==> src/design/pee_pkg.sv <==
package pee_pkg;

    localparam int WORD_W    = 32;
    localparam int DIV_STEPS = 32;
    localparam int LEFT_W    = 7;

    // ascii codes of the expression alphabet
    localparam logic [7:0] CH_ZERO    = 8'h30;
    localparam logic [7:0] CH_NINE    = 8'h39;
    localparam logic [7:0] CH_COMMA   = 8'h2C;
    localparam logic [7:0] CH_PLUS    = 8'h2B;
    localparam logic [7:0] CH_MINUS   = 8'h2D;
    localparam logic [7:0] CH_STAR    = 8'h2A;
    localparam logic [7:0] CH_SLASH   = 8'h2F;
    localparam logic [7:0] CH_PERCENT = 8'h25;

    localparam logic [WORD_W-1:0] DEC_BASE = 32'd10;

    typedef enum logic [1:0] {
        ST_OK      = 2'd0,
        ST_UNDER   = 2'd1,
        ST_OVER    = 2'd2,
        ST_DIVZERO = 2'd3
    } pee_status_t;

    typedef enum logic [2:0] {
        OP_ADD,
        OP_SUB,
        OP_MUL,
        OP_DIV,
        OP_REM
    } pee_op_t;

    typedef enum logic [2:0] {
        S_IDLE,
        S_ENDNUM,
        S_POPB,
        S_GETB,
        S_GETA,
        S_EXEC,
        S_FPOP,
        S_FGET
    } pee_state_t;

    typedef enum logic [1:0] {
        A_IDLE,
        A_DIV,
        A_FIX
    } pee_alu_state_t;

    typedef struct packed {
        logic    start;
        pee_op_t op;
    } pee_alu_req_t;

    typedef struct packed {
        logic done;
        logic div_zero;
    } pee_alu_rsp_t;

endpackage

==> src/design/pee_stack.sv <==
module pee_stack #(
    parameter int STACK_DEPTH = 64,
    localparam int ADDR_W = (STACK_DEPTH > 1) ? $clog2(STACK_DEPTH) : 1
) (
    input  logic                       clk,
    input  logic                       we,
    input  logic [ADDR_W-1:0]          waddr,
    input  logic [pee_pkg::WORD_W-1:0] wdata,
    input  logic [ADDR_W-1:0]          raddr,
    output logic [pee_pkg::WORD_W-1:0] rdata
);

    logic [pee_pkg::WORD_W-1:0] mem [STACK_DEPTH];
    logic [pee_pkg::WORD_W-1:0] rdata_reg;

    always_ff @(posedge clk)
    begin
        if (we)
        begin
            mem[waddr] <= wdata;
        end
        rdata_reg <= mem[raddr];
    end

    assign rdata = rdata_reg;

endmodule

==> src/design/pee_alu.sv <==
module pee_alu (
    input  logic                       clk,
    input  logic                       rst_n,
    input  pee_pkg::pee_alu_req_t      req,
    input  logic [pee_pkg::WORD_W-1:0] a,
    input  logic [pee_pkg::WORD_W-1:0] b,
    output pee_pkg::pee_alu_rsp_t      rsp,
    output logic [pee_pkg::WORD_W-1:0] result
);

    localparam int W     = pee_pkg::WORD_W;
    localparam int CNT_W = $clog2(pee_pkg::DIV_STEPS);

    pee_pkg::pee_alu_state_t state_reg, state_next;
    logic             done_reg, done_next;
    logic             dz_reg, dz_next;
    logic [W-1:0]     result_reg, result_next;
    logic [W-1:0]     rem_reg, rem_next;
    logic [W-1:0]     quot_reg, quot_next;
    logic [W-1:0]     dvs_reg, dvs_next;
    logic [CNT_W-1:0] cnt_reg, cnt_next;
    logic             negq_reg, negq_next;
    logic             negr_reg, negr_next;
    logic             isrem_reg, isrem_next;

    logic [W-1:0] abs_a, abs_b;
    logic [W:0]   shifted, trial;

    assign abs_a   = a[W-1] ? (~a + 1'b1) : a;
    assign abs_b   = b[W-1] ? (~b + 1'b1) : b;
    assign shifted = {rem_reg, quot_reg[W-1]};
    assign trial   = shifted - {1'b0, dvs_reg};

    always_comb
    begin
        state_next  = state_reg;
        done_next   = 1'b0;
        dz_next     = 1'b0;
        result_next = result_reg;
        rem_next    = rem_reg;
        quot_next   = quot_reg;
        dvs_next    = dvs_reg;
        cnt_next    = cnt_reg;
        negq_next   = negq_reg;
        negr_next   = negr_reg;
        isrem_next  = isrem_reg;
        case (state_reg)
            pee_pkg::A_IDLE:
            begin
                if (req.start)
                begin
                    case (req.op)
                        pee_pkg::OP_ADD:
                        begin
                            result_next = a + b;
                            done_next   = 1'b1;
                        end
                        pee_pkg::OP_SUB:
                        begin
                            result_next = a - b;
                            done_next   = 1'b1;
                        end
                        pee_pkg::OP_MUL:
                        begin
                            result_next = a * b;
                            done_next   = 1'b1;
                        end
                        pee_pkg::OP_DIV, pee_pkg::OP_REM:
                        begin
                            if (b == '0)
                            begin
                                result_next = '0;
                                done_next   = 1'b1;
                                dz_next     = 1'b1;
                            end
                            else
                            begin
                                rem_next   = '0;
                                quot_next  = abs_a;
                                dvs_next   = abs_b;
                                cnt_next   = '0;
                                negq_next  = a[W-1] ^ b[W-1];
                                negr_next  = a[W-1];
                                isrem_next = (req.op == pee_pkg::OP_REM);
                                state_next = pee_pkg::A_DIV;
                            end
                        end
                        default:
                        begin
                            result_next = '0;
                            done_next   = 1'b1;
                        end
                    endcase
                end
            end
            pee_pkg::A_DIV:
            begin
                // restoring step, one quotient bit per cycle
                if (!trial[W])
                begin
                    rem_next  = trial[W-1:0];
                    quot_next = {quot_reg[W-2:0], 1'b1};
                end
                else
                begin
                    rem_next  = shifted[W-1:0];
                    quot_next = {quot_reg[W-2:0], 1'b0};
                end
                cnt_next = cnt_reg + 1'b1;
                if (cnt_reg == CNT_W'(pee_pkg::DIV_STEPS - 1))
                begin
                    state_next = pee_pkg::A_FIX;
                end
            end
            pee_pkg::A_FIX:
            begin
                // sign fixup: quotient toward zero, remainder follows dividend
                if (isrem_reg)
                begin
                    result_next = negr_reg ? (~rem_reg + 1'b1) : rem_reg;
                end
                else
                begin
                    result_next = negq_reg ? (~quot_reg + 1'b1) : quot_reg;
                end
                done_next  = 1'b1;
                state_next = pee_pkg::A_IDLE;
            end
            default:
            begin
                state_next = pee_pkg::A_IDLE;
            end
        endcase
    end

    always_ff @(posedge clk or negedge rst_n)
    begin
        if (!rst_n)
        begin
            state_reg <= pee_pkg::A_IDLE;
            done_reg  <= 1'b0;
            dz_reg    <= 1'b0;
        end
        else
        begin
            state_reg <= state_next;
            done_reg  <= done_next;
            dz_reg    <= dz_next;
        end
    end

    always_ff @(posedge clk)
    begin
        result_reg <= result_next;
        rem_reg    <= rem_next;
        quot_reg   <= quot_next;
        dvs_reg    <= dvs_next;
        cnt_reg    <= cnt_next;
        negq_reg   <= negq_next;
        negr_reg   <= negr_next;
        isrem_reg  <= isrem_next;
    end

    assign rsp.done     = done_reg;
    assign rsp.div_zero = dz_reg;
    assign result       = result_reg;

endmodule

==> src/design/postfix_expression_evaluator_top.sv <==
// Postfix (RPN) expression evaluator, one ascii character per input word. Digits build a
// 32-bit number (wrapping), a comma, an operator or the last word push it; + - * / % pop
// two operands and push "first op second", / and % truncating toward zero. The last word
// produces one output word: the popped result, a sticky status (underflow, overflow,
// divide by zero; first fault kept) and the count of entries left, after which the
// evaluator clears itself. The shared arithmetic unit runs / and % on a 32-step restoring
// divider, one bit per cycle. A last word always closes the pending number first, then
// pops the result, and that final pop waits while the previous output word is still
// stalled. The stack is a single-port-write RAM with a registered read. in_stall is
// high while a word is being worked on.
module postfix_expression_evaluator_top #(
    parameter int STACK_DEPTH = 64
) (
    input  logic               clk,
    input  logic               rst_n,
    // input words
    input  logic               in_valid,
    output logic               in_stall,
    input  logic [7:0]         character,
    input  logic               is_last,
    // output words
    output logic               out_valid,
    input  logic               out_stall,
    output logic signed [31:0] value,
    output logic [1:0]         status,
    output logic [6:0]         leftover
);

    localparam int W       = pee_pkg::WORD_W;
    localparam int ADDR_W  = (STACK_DEPTH > 1) ? $clog2(STACK_DEPTH) : 1;
    localparam int DEPTH_W = $clog2(STACK_DEPTH + 1);

    // sticky fault: keep the first one
    function automatic pee_pkg::pee_status_t flag_status(
        input pee_pkg::pee_status_t cur,
        input pee_pkg::pee_status_t code
    );
        flag_status = (cur == pee_pkg::ST_OK) ? code : cur;
    endfunction

    pee_pkg::pee_state_t  state_reg, state_next;
    logic [DEPTH_W-1:0]   depth_reg, depth_next;
    logic [W-1:0]         acc_reg, acc_next;
    logic                 active_reg, active_next;
    pee_pkg::pee_status_t sticky_reg, sticky_next;
    pee_pkg::pee_op_t     op_reg, op_next;
    logic                 is_op_reg, is_op_next;
    logic                 last_reg, last_next;
    logic [W-1:0]         opb_reg, opb_next;
    logic                 pop_empty_reg, pop_empty_next;
    logic                 out_valid_reg, out_valid_next;
    logic [W-1:0]         value_reg, value_next;
    pee_pkg::pee_status_t status_reg, status_next;
    logic [6:0]           leftover_reg, leftover_next;

    // input decode
    logic             in_digit, in_comma, in_is_op;
    pee_pkg::pee_op_t in_op;

    // stack port
    logic              st_we;
    logic [ADDR_W-1:0] st_waddr, st_raddr;
    logic [W-1:0]      st_wdata, st_rdata;

    // shared arithmetic unit
    pee_pkg::pee_alu_req_t alu_req;
    pee_pkg::pee_alu_rsp_t alu_rsp;
    logic [W-1:0]          alu_a, alu_result;

    logic               full, empty;
    logic [DEPTH_W-1:0] depth_m1;

    assign full     = (depth_reg >= DEPTH_W'(STACK_DEPTH));
    assign empty    = (depth_reg == '0);
    assign depth_m1 = depth_reg - 1'b1;

    always_comb
    begin
        in_digit = character inside {[pee_pkg::CH_ZERO:pee_pkg::CH_NINE]};
        in_comma = (character == pee_pkg::CH_COMMA);
        in_is_op = 1'b1;
        case (character)
            pee_pkg::CH_PLUS:    in_op = pee_pkg::OP_ADD;
            pee_pkg::CH_MINUS:   in_op = pee_pkg::OP_SUB;
            pee_pkg::CH_STAR:    in_op = pee_pkg::OP_MUL;
            pee_pkg::CH_SLASH:   in_op = pee_pkg::OP_DIV;
            pee_pkg::CH_PERCENT: in_op = pee_pkg::OP_REM;
            default:
            begin
                in_op    = pee_pkg::OP_ADD;
                in_is_op = 1'b0;
            end
        endcase
    end

    // sequencer
    always_comb
    begin
        state_next     = state_reg;
        depth_next     = depth_reg;
        acc_next       = acc_reg;
        active_next    = active_reg;
        sticky_next    = sticky_reg;
        op_next        = op_reg;
        is_op_next     = is_op_reg;
        last_next      = last_reg;
        opb_next       = opb_reg;
        pop_empty_next = pop_empty_reg;
        out_valid_next = out_valid_reg && out_stall;
        value_next     = value_reg;
        status_next    = status_reg;
        leftover_next  = leftover_reg;
        st_we          = 1'b0;
        st_waddr       = depth_reg[ADDR_W-1:0];
        st_wdata       = acc_reg;
        st_raddr       = depth_m1[ADDR_W-1:0];
        alu_req.start  = 1'b0;
        alu_req.op     = op_reg;
        alu_a          = pop_empty_reg ? '0 : st_rdata;
        case (state_reg)
            pee_pkg::S_IDLE:
            begin
                if (in_valid)
                begin
                    last_next  = is_last;
                    op_next    = in_op;
                    is_op_next = in_is_op;
                    if (in_digit)
                    begin
                        acc_next    = acc_reg * pee_pkg::DEC_BASE
                                      + {24'd0, character - pee_pkg::CH_ZERO};
                        active_next = 1'b1;
                    end
                    if (in_comma || in_is_op || is_last)
                    begin
                        state_next = pee_pkg::S_ENDNUM;
                    end
                end
            end
            pee_pkg::S_ENDNUM:
            begin
                // close the pending number
                if (active_reg)
                begin
                    if (full)
                    begin
                        sticky_next = flag_status(sticky_reg, pee_pkg::ST_OVER);
                    end
                    else
                    begin
                        st_we      = 1'b1;
                        depth_next = depth_reg + 1'b1;
                    end
                end
                acc_next    = '0;
                active_next = 1'b0;
                if (is_op_reg)
                begin
                    state_next = pee_pkg::S_POPB;
                end
                else if (last_reg)
                begin
                    state_next = pee_pkg::S_FPOP;
                end
                else
                begin
                    state_next = pee_pkg::S_IDLE;
                end
            end
            pee_pkg::S_POPB:
            begin
                if (empty)
                begin
                    sticky_next    = flag_status(sticky_reg, pee_pkg::ST_UNDER);
                    pop_empty_next = 1'b1;
                end
                else
                begin
                    depth_next     = depth_m1;
                    pop_empty_next = 1'b0;
                end
                state_next = pee_pkg::S_GETB;
            end
            pee_pkg::S_GETB:
            begin
                // second operand arrives, first operand read goes out
                opb_next = pop_empty_reg ? '0 : st_rdata;
                if (empty)
                begin
                    sticky_next    = flag_status(sticky_reg, pee_pkg::ST_UNDER);
                    pop_empty_next = 1'b1;
                end
                else
                begin
                    depth_next     = depth_m1;
                    pop_empty_next = 1'b0;
                end
                state_next = pee_pkg::S_GETA;
            end
            pee_pkg::S_GETA:
            begin
                alu_req.start = 1'b1;
                state_next    = pee_pkg::S_EXEC;
            end
            pee_pkg::S_EXEC:
            begin
                if (alu_rsp.done)
                begin
                    if (alu_rsp.div_zero)
                    begin
                        sticky_next = flag_status(sticky_reg, pee_pkg::ST_DIVZERO);
                    end
                    if (full)
                    begin
                        sticky_next = flag_status(sticky_next, pee_pkg::ST_OVER);
                    end
                    else
                    begin
                        st_we      = 1'b1;
                        st_wdata   = alu_result;
                        depth_next = depth_reg + 1'b1;
                    end
                    state_next = last_reg ? pee_pkg::S_FPOP : pee_pkg::S_IDLE;
                end
            end
            pee_pkg::S_FPOP:
            begin
                if (empty)
                begin
                    sticky_next    = flag_status(sticky_reg, pee_pkg::ST_UNDER);
                    pop_empty_next = 1'b1;
                end
                else
                begin
                    depth_next     = depth_m1;
                    pop_empty_next = 1'b0;
                end
                state_next = pee_pkg::S_FGET;
            end
            pee_pkg::S_FGET:
            begin
                // hold the read address on the popped slot while the output is busy
                st_raddr = depth_reg[ADDR_W-1:0];
                if (!(out_valid_reg && out_stall))
                begin
                    out_valid_next = 1'b1;
                    value_next     = pop_empty_reg ? '0 : st_rdata;
                    status_next    = sticky_reg;
                    leftover_next  = 7'(depth_reg);
                    depth_next     = '0;
                    acc_next       = '0;
                    active_next    = 1'b0;
                    sticky_next    = pee_pkg::ST_OK;
                    state_next     = pee_pkg::S_IDLE;
                end
            end
            default:
            begin
                state_next = pee_pkg::S_IDLE;
            end
        endcase
    end

    always_ff @(posedge clk or negedge rst_n)
    begin
        if (!rst_n)
        begin
            state_reg     <= pee_pkg::S_IDLE;
            depth_reg     <= '0;
            acc_reg       <= '0;
            active_reg    <= 1'b0;
            sticky_reg    <= pee_pkg::ST_OK;
            out_valid_reg <= 1'b0;
        end
        else
        begin
            state_reg     <= state_next;
            depth_reg     <= depth_next;
            acc_reg       <= acc_next;
            active_reg    <= active_next;
            sticky_reg    <= sticky_next;
            out_valid_reg <= out_valid_next;
        end
    end

    always_ff @(posedge clk)
    begin
        op_reg        <= op_next;
        is_op_reg     <= is_op_next;
        last_reg      <= last_next;
        opb_reg       <= opb_next;
        pop_empty_reg <= pop_empty_next;
        value_reg     <= value_next;
        status_reg    <= status_next;
        leftover_reg  <= leftover_next;
    end

    pee_stack #(
        .STACK_DEPTH (STACK_DEPTH)
    ) u_stack (
        .clk   (clk),
        .we    (st_we),
        .waddr (st_waddr),
        .wdata (st_wdata),
        .raddr (st_raddr),
        .rdata (st_rdata)
    );

    pee_alu u_alu (
        .clk    (clk),
        .rst_n  (rst_n),
        .req    (alu_req),
        .a      (alu_a),
        .b      (opb_reg),
        .rsp    (alu_rsp),
        .result (alu_result)
    );

    assign in_stall  = (state_reg != pee_pkg::S_IDLE);
    assign out_valid = out_valid_reg;
    assign value     = value_reg;
    assign status    = status_reg;
    assign leftover  = leftover_reg;

    // stack pointer never passes the stack size
    a_depth_bound: assert property (@(posedge clk) disable iff (!rst_n)
        depth_reg <= DEPTH_W'(STACK_DEPTH))
        else $error("stack depth out of range");

    // no pending digits means a clean accumulator
    a_acc_clear: assert property (@(posedge clk) disable iff (!rst_n)
        !active_reg |-> acc_reg == '0)
        else $error("accumulator not cleared");

    // the arithmetic unit only answers while the sequencer waits for it
    a_alu_done_exec: assert property (@(posedge clk) disable iff (!rst_n)
        alu_rsp.done |-> state_reg == pee_pkg::S_EXEC)
        else $error("alu result outside execute");

    // a recorded fault holds until the result word is loaded
    a_sticky_hold: assert property (@(posedge clk) disable iff (!rst_n)
        (sticky_reg != pee_pkg::ST_OK && state_reg != pee_pkg::S_FGET)
        |=> sticky_reg == $past(sticky_reg))
        else $error("sticky status lost");

endmodule
==> config.mk <==
export PLATFORM = sky130hd
export DESIGN_NAME = postfix_expression_evaluator_top
export DESIGN_NICKNAME = d
export VERILOG_FILES = /design/src/design/pee_pkg.sv /design/src/design/pee_stack.sv /design/src/design/pee_alu.sv /design/src/design/postfix_expression_evaluator_top.sv
export SDC_FILE = /design/constraint.sdc
export NUM_CORES = 2
export LEC_CHECK = 0
export ABC_AREA = 1
export BUFFER_PORTS_ARGS = -buffer_cell sky130_fd_sc_hd__buf_2
export CORE_MARGIN = 2
export CORE_UTILIZATION = 34
export DETAILED_ROUTE_END_ITERATION = 7
export SLEW_MARGIN = 25
export SYNTH_ARGS = -nofsm -noshare
export SYNTH_HDL_FRONTEND = slang
export SYNTH_HIERARCHICAL = 1
export SYNTH_SLANG_ARGS = --single-unit
export TNS_END_PERCENT = 50
==> constraint.sdc <==
create_clock -name clk -period 15 [get_ports clk]
set_clock_uncertainty 0.15 [all_clocks]
set_input_delay 3 -clock clk [delete_from_list [all_inputs] [get_ports clk]]
set_output_delay 3 -clock clk [all_outputs]
set_load 0.03 [all_outputs]
; After elaboration in Yosys (flattened, before gate mapping)
; Memories as Yosys holds them, arrays and structs flattened. A register that Yosys moved wholly into a read port is not among the register bits.
; Cells that the tools add are included.
[op_classes]
n_eq_ne = 36
n_mux = 86
n_reduce_logical = 29
add_sub_neg = 12
bitwise = 7
mul = 2
order_cmp = 3
[ops]
columns = op, n
row1 = $mux W32, 20
row2 = $pmux W32 S2, 3
row3 = $add A32 B1 Y32 const B, 4
row4 = $not A32 Y32, 4
row5 = $pmux W32 S4, 1
row6 = $pmux W32 S3, 1
row7 = $eq A8 B6 Y1 const B, 6
row8 = $mux W7, 5
row9 = $mux W2, 17
row10 = $sub A33 B32 Y33, 1
row11 = $add A32 B32 Y32, 1
row12 = $add A32 B8 Y32, 1
row13 = $logic_not A32 Y1, 1
row14 = $mul A32 B3 Y31 const B, 1
row15 = $mul A32 B32 Y32, 1
row16 = $sub A32 B32 Y32, 1
row17 = $mux W31, 1
row18 = $pmux W7 S4, 1
row19 = $pmux W3 S8, 1
row20 = $ne A2 B2 Y1 const B, 11
row21 = $reduce_and A4 Y1, 5
row22 = $mux W1, 19
row23 = $mux W3, 6
row24 = $eq A3 B3 Y1 const B, 5
row25 = 39 further kinds, 58
[word_totals]
ram_bits = 2048
input_bits = 13
memories = 1
output_inout_bits = 43
register_bits = 265
[mem_list]
columns = memory, depth, word_bits, rd, rd_ports_with_merged_regs, wr, line
row1 = u_stack.mem, 64, 32, 1, 1, 1, pee_stack.sv:13  ; logic [pee_pkg::WORD_W-1:0] mem [STACK_DEPTH];

; Logic depth before layout (Yosys ltp)
[logic_depth]
depth_word = 10
ltp_mapped = 36
ltp_nobuf = 34

; Modules after synthesis
; Netlist, hierarchy kept.
[by_module_without_submodules]
columns = mod, seq_area_each_um2, area_per_inst_um2, cells_each, n_inst
row1 = pee_stack, 62139.6, 82785.6, 6785, 1
row2 = pee_alu, 4184.0, 29698.5, 4061, 1
row3 = postfix_expression_evaluator_top, 3523.4, 8876.0, 1185, 1

; Worst setup path before layout
; OpenSTA, ideal clock, no wires.
[synth_path]
path_type = reg-to-reg
startpoint = register pop_empty_reg
endpoint = register u_alu.result_reg[29], in the netlist u_alu/result[29], data pin
required_time_ns = 14.598
stages_incl_launch_ff = 34
setup_time_ns = 0.252
arrival_ns = 7.538
path_slack_ns = 7.060
path_cell_list = edfxtp_1 > clkbuf_1 > nor2_1 > clkbuf_1 > buf_1 > nand2_1 > inv_1 > fa_1 > fa_1 > fa_1 > inv_1 > fa_1 > inv_1 > fa_1 > inv_1 > fa_1 > inv_1 > fa_1 > inv_1 > fa_1 > inv_1 > ha_1 > a21oi_1 > o21ai_0 > a21oi_1 > nand3_1 > nand3_1 > nand2_1 > a21o_1 > or2_2 > nand3_1 > nand2_1 > nand2_1 > nand2_1
[synth_between]
elab_chain_cells = 5
[synth_lines]
columns = element, line
row1 = "start, declared", postfix_expression_evaluator_top.sv:50  ; logic pop_empty_reg, pop_empty_next;
row2 = "start signal, assigned", postfix_expression_evaluator_top.sv:292  ; pop_empty_reg <= pop_empty_next;
row3 = $mux W32 (*), postfix_expression_evaluator_top.sv:119  ; alu_a = pop_empty_reg ? '0 : st_rdata;
row4 = via alu_a[13], postfix_expression_evaluator_top.sv:68  ; logic [W-1:0] alu_a, alu_result;
row5 = $mul A32 B32 Y32 (tied with other cells), pee_alu.sv:65  ; result_next = a * b;
row6 = $pmux W32 S4 (*), pee_alu.sv:52  ; case (req.op)
row7 = $mux W32 (*), pee_alu.sv:50  ; if (req.start)
row8 = $pmux W32 S2 (*), pee_alu.sv:47  ; case (state_reg)
row9 = via u_alu.result_next[29], pee_alu.sv:17  ; logic [W-1:0] result_reg, result_next;
row10 = "end signal, assigned", pee_alu.sv:154  ; result_reg <= result_next;
row11 = "end, declared", pee_alu.sv:17
; Mark *: on every way through the listed nets, which the timed path passes. The rest lies on a longest branch. The select of a mux whose other input is x is not followed.
; A chain may end at the register's enable or synchronous reset.

; Worst setup path in the final report
[layout_path]
startpoint = register pop_empty_reg
endpoint = register u_alu.result_reg[28], in the netlist u_alu/result[28], data pin
; Same word-level chain as after synthesis.

==> results_dict.tcl <==
set metrics [dict create \
    post-route-drc-count 16 \
    dr.pass1.iters 8 \
    met1_length_mm 152 \
    relSlewSlack_pct 22.4 \
    min-delay-path-class "flip-flop to flip-flop" \
    grt-ovfl-total 0 \
    chipWidth_um 601 \
    number_of_flip_flops_in_the_largest_register 2048 \
    numCtsBuffers 244 \
    async_flop_share_pct 2.13 \
    period_share_pct 56.8 \
    clock-root-buffer "clkbuf_16" \
    placed_cells 16404 \
    tritoncts_clock_tree "built" \
    timing.max_cap.violations 0 \
    worstSetupStartpointType "flip-flop" \
    floorplan.rows 219 \
    first_iter_violations 9076 \
    global_route.usage.total_pct 19.6 \
    crit_path_max_fanout 32 \
    final_hold_viol_count 0 \
    worst_setup_path_endpoint "u_alu/result[28]$_DFFE_PP_" \
    power.density_cell_area_nw_per_um2 95.8 \
    route.vias.total 86463 \
    timing.critical_path.slowest_stage_cell "nor2_2" \
    die_area_sq_um 362000 \
    r2r-end "u_alu/result[28]$_DFFE_PP_" \
    endpoint_kind_of_the_worst_setup_timing_path "flip-flop" \
    first_global_vias 82439 \
    number_of_antenna_violations_at_the_first_check_in_global_routing 14 \
    routed.top_layer "met5" \
    violated_checks "DRC" \
    clock_insertion_delay_worst_skew_ns 0.90 \
    power.ir.vdd_worst_mv 0.107 \
    antenna_left 0 \
    worst_setup_hold_path_clk_slew_ns 0.07 \
    syn-instance-count 12031 \
    detailedPlacementHpwl_mm 217 \
    mappedNetlistNets 12716 \
    worst_ep_arrival_time_ns 9.01 \
    crit_start "pop_empty_reg$_DFFE_PP_" \
    synth.lib_cells_used.distinct 67 \
    finalCriticalPeriod_ns 8.53 \
    drv_slew 0 \
    clock_sink_count 2345 \
    layout-area-overhead-vs-synth_pct 11.0 \
    grt_pass1_wl_mm 538 \
    buffer_ports.inserted 55 \
    worst_pin_slew_ns 1.15 \
    leading_cell_types_in_the_layout_fill_and_taps_excluded "nand2_1 (3502), edfxtp_1 (2263), nand3_1 (2081)" \
    floorplan.initialDensity_pct 34.1 \
    clock_tree.htree_level_count 4 \
    die_y_um 601 \
    setup_viol_count_final 0 \
    core_area_sq_um 356000 \
    dr_vias_cell 5.13 \
    synth-seq-area-share_pct 57.6 \
    critPathRequiredTime_ns 15.48 \
    worst-setup-path-type "flip-flop to flip-flop" \
    postRouteWirelength_mm 364 \
    r2r_cells 30 \
    timing.setup.tns_ns 0 \
    cpPeakStageDelay_ns 0.90 \
    finish.net_count 12584 \
    synth_warnings 6 \
    ios 56 \
    layout-drive-gt1-share_pct 7.11 \
    largest_register_by_flop_count "u_stack/mem" \
    post-route-util_pct 37.9 \
    mostFrequentLayoutCell "nand2_1" \
    avgRoutedWirePerCell_um 21.6 \
    hold-worst-slack_ns 0.299 \
    synthesis.area_sq_um 121000 \
    rr_startpoint "pop_empty_reg$_DFFE_PP_" \
    synth_area_per_cell_sq_um 10.1 \
    cts_repair_resize_count 0 \
    layout.cells.non_filler 16838 \
    highest_clock_frequency_the_design_can_meet_mhz 117 \
    synth-edff-count 2263 \
    ctsHoldBuffers 0 \
    setup_repair_after_global_routing_missed_its_margin "no" \
    cts_setup_buffers 0 \
    clock_path_buffers 4 \
    globalplace.congestion 0.972 \
    wl_met3_mm 28.7 \
    power_leakage_nw 52.2 \
    route.met2.wl_mm 168 \
    pin_count_of_the_biggest_net_entering_global_routing 169 \
    timing.reg2reg.setup_slack_ns 6.47 \
    synth-seq-cells 2345 \
    synth_ff_type "edfxtp_1" \
    status "complete, but fails checks" \
]
==> stage by stage <==
stage          power (W)  area [sq um]  worst slack (ns)
2_1_floorplan    0.00723        121000              7.06
3_3_place_gp     0.00724        127000              6.54
3_5_place_dp     0.00724        127000              6.43
4_1_cts           0.0130        135000              6.41
5_1_grt           0.0132        135000              6.05
6_report          0.0129        135000              6.47
==> routing by layer <==
layer / vias to the layer above / track usage (%)
li1: 40041 / -
met1: 42312 / 26.5
met2: 3460 / 31.9
met3: 646 / 2.80
met4: 4 / 7.63
met5: - / 0
==> cells by family (layout without fill, tap and decap cells) <==
kind of cell	Yosys count	count (layout)	synth area share, %
and+or+nand+nor	6214	6214	21.9
DFF	2345	2345	57.6
buffers and inverters	1903	1957	6.43
AOI/OAI and AO/OA	738	738	3.43
adders and majority gates	672	672	9.48
xor gates and xnor gates	150	150	1.09
muxes	9	9	0.0835
other	0	2	0
==> critical path, delay by kind of cell (launching register included) <==
| kind | cells | cell delay, ns |
|---|---|---|
| adder cells (fa/ha/maj) | 9 | 4.25 |
| AND/OR/NAND/NOR | 13 | 2.55 |
| flip-flops | 1 | 0.37 |
| buffers and inverters | 6 | 0.74 |
| AO/OA/AOI/OAI | 2 | 0.20 |
==> report_power, final <==
part / switching [W] / total (W) / leakage (nW) / internal, W
registers: 0.000000362 / 0.00707 / 17.8 / 0.00707
logic: 0.0000201 / 0.0000268 / 30.7 / 0.00000666
clock network: 0.00252 / 0.00580 / 3.64 / 0.00328
==> worst min path at each step <==
| stage | slack (ns) | cells past startpoint | from | to |
|---|---|---|---|---|
| global route | 0.32 | 0 | sticky_reg[1]$_DFFE_PN0P_ | status[1]$_DFFE_PP_ |
| detailed placement | 0.30 | 0 | sticky_reg[0]$_DFFE_PN0P_ | status[0]$_DFFE_PP_ |
| CTS | 0.30 | 0 | sticky_reg[1]$_DFFE_PN0P_ | status[1]$_DFFE_PP_ |
| global placement | 0.29 | 0 | sticky_reg[0]$_DFFE_PN0P_ | status[0]$_DFFE_PP_ |
| floorplan | 0.27 | 0 | sticky_reg[0]$_DFFE_PN0P_ | status[0]$_DFFE_PP_ |
| finish | 0.30 | 0 | sticky_reg[1]$_DFFE_PN0P_ | status[1]$_DFFE_PP_ |
==> final cells by class <==
cell class | instances | area (sq um)
Clock inverter | 122 | 1060
Antenna cell | 2 | 5.00
Timing Repair Buffer | 280 | 2080
Sequential cell | 2345 | 69800
Fill cell | 34767 | 221000
Tap cell | 4751 | 5940
Multi-Input combinational cell | 7783 | 44700
Inverter | 1245 | 4710
Clock buffer | 310 | 6430
==> synthesized netlist by cell type (all sizes together), types with 32 or more instances <==
cell type | number | area share [%]
clkbuf | 225 | 0.70
nor2 | 423 | 1.4
xor2 | 89 | 0.65
dfxtp | 32 | 0.53
inv | 1240 | 3.8
nand4 | 49 | 0.26
xnor2 | 61 | 0.44
fa | 412 | 6.8
edfxtp | 2263 | 56
o21ai | 311 | 1.3
nor3 | 65 | 0.33
buf | 433 | 1.9
nand3 | 2093 | 8.7
nand2 | 3522 | 11
dfrtp | 50 | 1.0
a21oi | 268 | 1.1
ha | 260 | 2.7
Power figures use the tool's default switching activity.
